## config.mk

```make
export PLATFORM = sky130hd
export DESIGN_NAME = tso_cell
export DESIGN_NICKNAME = d
export VERILOG_FILES = /design/src/rtl/tso_pkg.sv /design/src/rtl/tso_cell.sv
export SDC_FILE = /design/constraint.sdc
export NUM_CORES = 1
export LEC_CHECK = 0
export CORE_MARGIN = 10
export CORE_UTILIZATION = 55
export CTS_CLUSTER_SIZE = 14
export DETAILED_ROUTE_END_ITERATION = 8
export DONT_BUFFER_PORTS = 1
export GPL_TIMING_DRIVEN = 0
export HOLD_SLACK_MARGIN = 0.03
export PLACE_DENSITY = 0.8
export SLEW_MARGIN = 20
export SYNTH_ARGS = -nofsm -noshare
export SYNTH_HDL_FRONTEND = slang
export SYNTH_SLANG_ARGS = --single-unit
```

## constraint.sdc

```tcl
create_clock -name clk -period 14.2 [get_ports clk]
set_input_delay 2.84 -clock clk [delete_from_list [all_inputs] [get_ports clk]]
set_output_delay 2.84 -clock clk [all_outputs]
set_load 0.01 [all_outputs]
```

## src/rtl/tso_pkg.sv

```systemverilog
// Shared codes and types for the three-stacks word store.
package tso_pkg;

  localparam int WORD_W  = 32;
  localparam int DEPTH_W = 7;

  // Action codes
  localparam logic ACT_PUSH = 1'b0;
  localparam logic ACT_POP  = 1'b1;

  // Stack select codes
  localparam logic [1:0] SEL_BOTTOM = 2'd0;
  localparam logic [1:0] SEL_MIDDLE = 2'd1;
  localparam logic [1:0] SEL_TOP    = 2'd2;
  localparam logic [1:0] SEL_NONE   = 2'd3;   // selector with no stack behind it

  // Status codes
  localparam logic [1:0] STAT_OK        = 2'd0;
  localparam logic [1:0] STAT_OVERFLOW  = 2'd1;
  localparam logic [1:0] STAT_UNDERFLOW = 2'd2;

  // Command broadcast along the row of cells
  typedef struct packed {
    logic shift_up;
    logic shift_down;
    logic wr_en;
  } cell_cmd_t;

endpackage

```

## src/rtl/tso_cell.sv

```systemverilog
// One word cell of the store: takes a neighbour's word on a middle-stack shift, or a written word.
module tso_cell #(
  parameter int STORE_WORDS = 64,
  parameter int CELL_IDX    = 0
) (
  input  logic                                    clk,
  input  tso_pkg::cell_cmd_t                      cmd,
  input  logic [$clog2(STORE_WORDS+1)-1:0]        mid_lo,
  input  logic [$clog2(STORE_WORDS+1)-1:0]        mid_hi,
  input  logic [$clog2(STORE_WORDS)-1:0]          wr_idx,
  input  logic [$clog2(STORE_WORDS)-1:0]          rd_idx,
  input  logic [tso_pkg::WORD_W-1:0]              wr_data,
  input  logic [tso_pkg::WORD_W-1:0]              lower_word,
  input  logic [tso_pkg::WORD_W-1:0]              upper_word,
  output logic [tso_pkg::WORD_W-1:0]              word_o,
  output logic [tso_pkg::WORD_W-1:0]              rd_word
);
  import tso_pkg::*;

  localparam int CNT_W = $clog2(STORE_WORDS + 1);
  localparam int IDX_W = $clog2(STORE_WORDS);
  localparam bit HAS_LOWER = (CELL_IDX > 0);
  localparam int UP_SRC = (CELL_IDX > 0) ? CELL_IDX - 1 : 0;
  localparam int DN_SRC = CELL_IDX + 1;
  localparam logic [CNT_W-1:0] UP_SRC_C = CNT_W'(UP_SRC);
  localparam logic [CNT_W-1:0] DN_SRC_C = CNT_W'(DN_SRC);
  localparam logic [IDX_W-1:0] MY_IDX   = IDX_W'(CELL_IDX);

  logic [WORD_W-1:0] word_r;
  logic [WORD_W-1:0] word_nxt;
  logic              up_take;
  logic              dn_take;

  // Take the neighbour's word when that neighbour lies inside the middle stack
  assign up_take = cmd.shift_up && HAS_LOWER && (UP_SRC_C >= mid_lo) && (UP_SRC_C < mid_hi);
  assign dn_take = cmd.shift_down && (DN_SRC_C >= mid_lo) && (DN_SRC_C < mid_hi);

  always_comb begin
    if (up_take) begin
      word_nxt = lower_word;
    end else if (dn_take) begin
      word_nxt = upper_word;
    end else if (cmd.wr_en && (wr_idx == MY_IDX)) begin
      word_nxt = wr_data;
    end else begin
      word_nxt = word_r;
    end
  end

  always_ff @(posedge clk) begin
    word_r <= word_nxt;
  end

  // Gated read: only the addressed cell drives its word
  assign rd_word = (rd_idx == MY_IDX) ? word_r : '0;
  assign word_o  = word_r;

endmodule

```

==> impl_metrics.py <==
metrics = {
    "run_status": {
        "status": "finished, final reports clean",
    },
    "logic_synthesis": {
        "syn-cell-area_mm2": 0.00177,
        "synth_nets": 237,
        "yosysSeqAreaShare": 0.543,
        "synth_top_family_by_area": "multiplexers",
        "synthMuxAreaShare": 0.265,
        "ys_types": 15,
        "synth.avg_cell_area_um2": 15.9,
        "synth-seq-cells": 32,
        "ys.warnings.count": 0,
        "synth_simple_gate_area_frac": 0.150,
        "synthCells": 111,
        "synthAdderAreaFrac": 0,
        "synth_compound_area_frac": 0.0170,
        "synth_xor_area_frac": 0,
    },
    "floorplan": {
        "die_width_um": 76.7,
        "core_mm2": 0.00308,
        "num_rows": 20,
        "start_util": 0.575,
        "die_area_mm2": 0.00589,
        "die_h_um": 76.7,
        "num_io_pins": 190,
    },
    "cts": {
        "cts-root-buf": "clkbuf_4",
        "max-clock-path-buffers": 2,
        "cts_tree": "yes",
        "cts_setup_buffers": 0,
        "clk_pin_slew_ns": 0.10,
        "cts_sinks": 32,
        "hold_buffers": 0,
        "cts_max_level": 2,
        "post_cts_resized": 0,
        "cts_buffers": 5,
    },
    "global_route": {
        "grt_max_degree": 11,
        "grt_pass1_wl_mm": 7.06,
        "track_usage": 0.157,
        "grt-ovfl-total": 0,
        "grt_pass1_vias": 1199,
        "antenna_found_initial": 0,
    },
    "worst_setup_path": {
        "crit_slowest_cell": "or4_1",
        "path_buf_inv": 1,
        "crit_chain": "or4_1 > nor3_2 > clkbuf_1 > and2_1",
        "worst_setup_path_start_kind": "input port",
        "critical_path_class": "in2out",
        "slowest_delay_ns": 0.53,
        "critPathLaunch": "rd_idx[1]",
        "cp_data_required_time_ns": 11.36,
        "cp_top_family": "simple AND/OR/NAND/NOR gates",
        "worst_setup_path_end_kind": "output pin",
        "crit_fanout": 10,
        "cp.arrival_ns": 4.20,
    },
    "power": {
        "ir_drop_v": 0.0000536,
        "p_switching_mw": 0.0323,
        "p_int_mw": 0.131,
        "power_mw": 0.163,
        "swShare": 0.198,
        "power.share.sequential": 0.654,
        "power.leakage_nw": 0.777,
        "clockPowerShare": 0.283,
        "p_comb_frac": 0.063,
        "power.density_mw_per_mm2": 85.5,
    },
    "final_layout": {
        "fin_cells": 167,
        "layout_common_cells": "32 x and2_1, 32 x edfxtp_1, 29 x mux2_4",
        "diodes": 0,
        "largest_reg_flops": 32,
        "drive_gt1_frac": 0.431,
        "area_delta_synth_final_pct": 7.70,
        "layout.nets": 248,
    },
    "timing": {
        "period_needed_ns": 7.04,
        "slew_violations": 0,
        "relSlewSlack": 0.620,
        "post-route-period-util": 0.496,
        "rsz0062_at_grt": "no",
        "worstMarginPinSlew_ns": 0.563,
        "fmax_ghz": 0.142,
        "setup_ws_ns": 7.16,
        "fin_tns_setup_ns": 0,
        "setup_violations": 0,
        "hold_viol": 0,
    },
    "place": {
        "io_buffer_count": 0,
        "place_ws_ns": 7.10,
        "gp_congestion": 0.710,
        "place_hpwl_mm": 4.19,
        "place_inst": 159,
    },
    "drt": {
        "wl_per_cell_um": 28.8,
        "ant_nets": 0,
        "drc": 0,
        "drt_iter0_markers": 45,
        "wl_mm": 4.82,
        "via_per_inst": 5.93,
        "dr.pass1.iters": 2,
        "num_vias": 991,
    },
    "worst_hold_path": {
        "hold_class": "in2reg",
        "hp-start": "wr_data[4]",
    },
    "run": {
        "cap_violations": 0,
    },
}
[per-layer routing]
layer / wire length [µm] / GRT usage
met5: 0 / 0
met4: 119 / 0.0929
met3: 595 / 0.0828
met2: 2560 / 0.282
met1: 1540 / 0.135
[per-stage QoR]
stage / hold slack [ns] / area, µm² / utilization
5_1_grt: 2.69 / 1910 / 0.620
2_1_floorplan: 3.06 / 1770 / -
6_report: 2.72 / 1910 / 0.620
3_5_place_dp: 3.06 / 1860 / 0.603
4_1_cts: 2.70 / 1910 / 0.620
3_3_place_gp: 3.06 / 1830 / 0.593
[cell type report]
type	count	area, µm²
tap	44	55.1
fill	223	1170
multi-input combinational	73	772
clock inverter	3	13.8
buffer	6	45.0
clock buffer	5	37.5
sequential	32	961
timing repair buffer	4	22.5
[power groups by stage]
stage                     clock [mW]  sequential [mW]  combinational, mW
after floorplan                    0            0.108            0.00922
after global placement             0            0.109            0.00989
after detailed placement           0            0.109             0.0105
after CTS                     0.0483            0.107             0.0105
after global routing          0.0532            0.107             0.0110
final                         0.0461            0.107             0.0103
[worst paths after layout]
path / endpoint / slack, ns / depth (start not counted)
max: rd_word[5] / 7.16 / 4
min: word_o[4]$_DFFE_PP_ / 2.72 / 1
[cells by family after synthesis]
family | Yosys count
compound gates | 2
buf+inv | 6
flops | 32
mux | 32
simple gates | 39
[synthesized netlist by cell type]
library cell | count | area [µm²]
and2_1 | 32 | 200
edfxtp_1 | 32 | 961
mux2_4 | 29 | 435
buf_6 | 3 | 33.8
clkbuf_1 | 3 | 11.3
mux2_2 | 3 | 33.8
nor3_1 | 1 | 5.00
nor3_2 | 1 | 10.0
nor4b_2 | 1 | 15.0
o211ai_4 | 1 | 21.3
o41ai_1 | 1 | 8.76
or2_2 | 1 | 6.26
or4_1 | 1 | 7.51
or4_4 | 1 | 11.3
or4b_2 | 1 | 10.0
(Power assumes the default switching activity.)
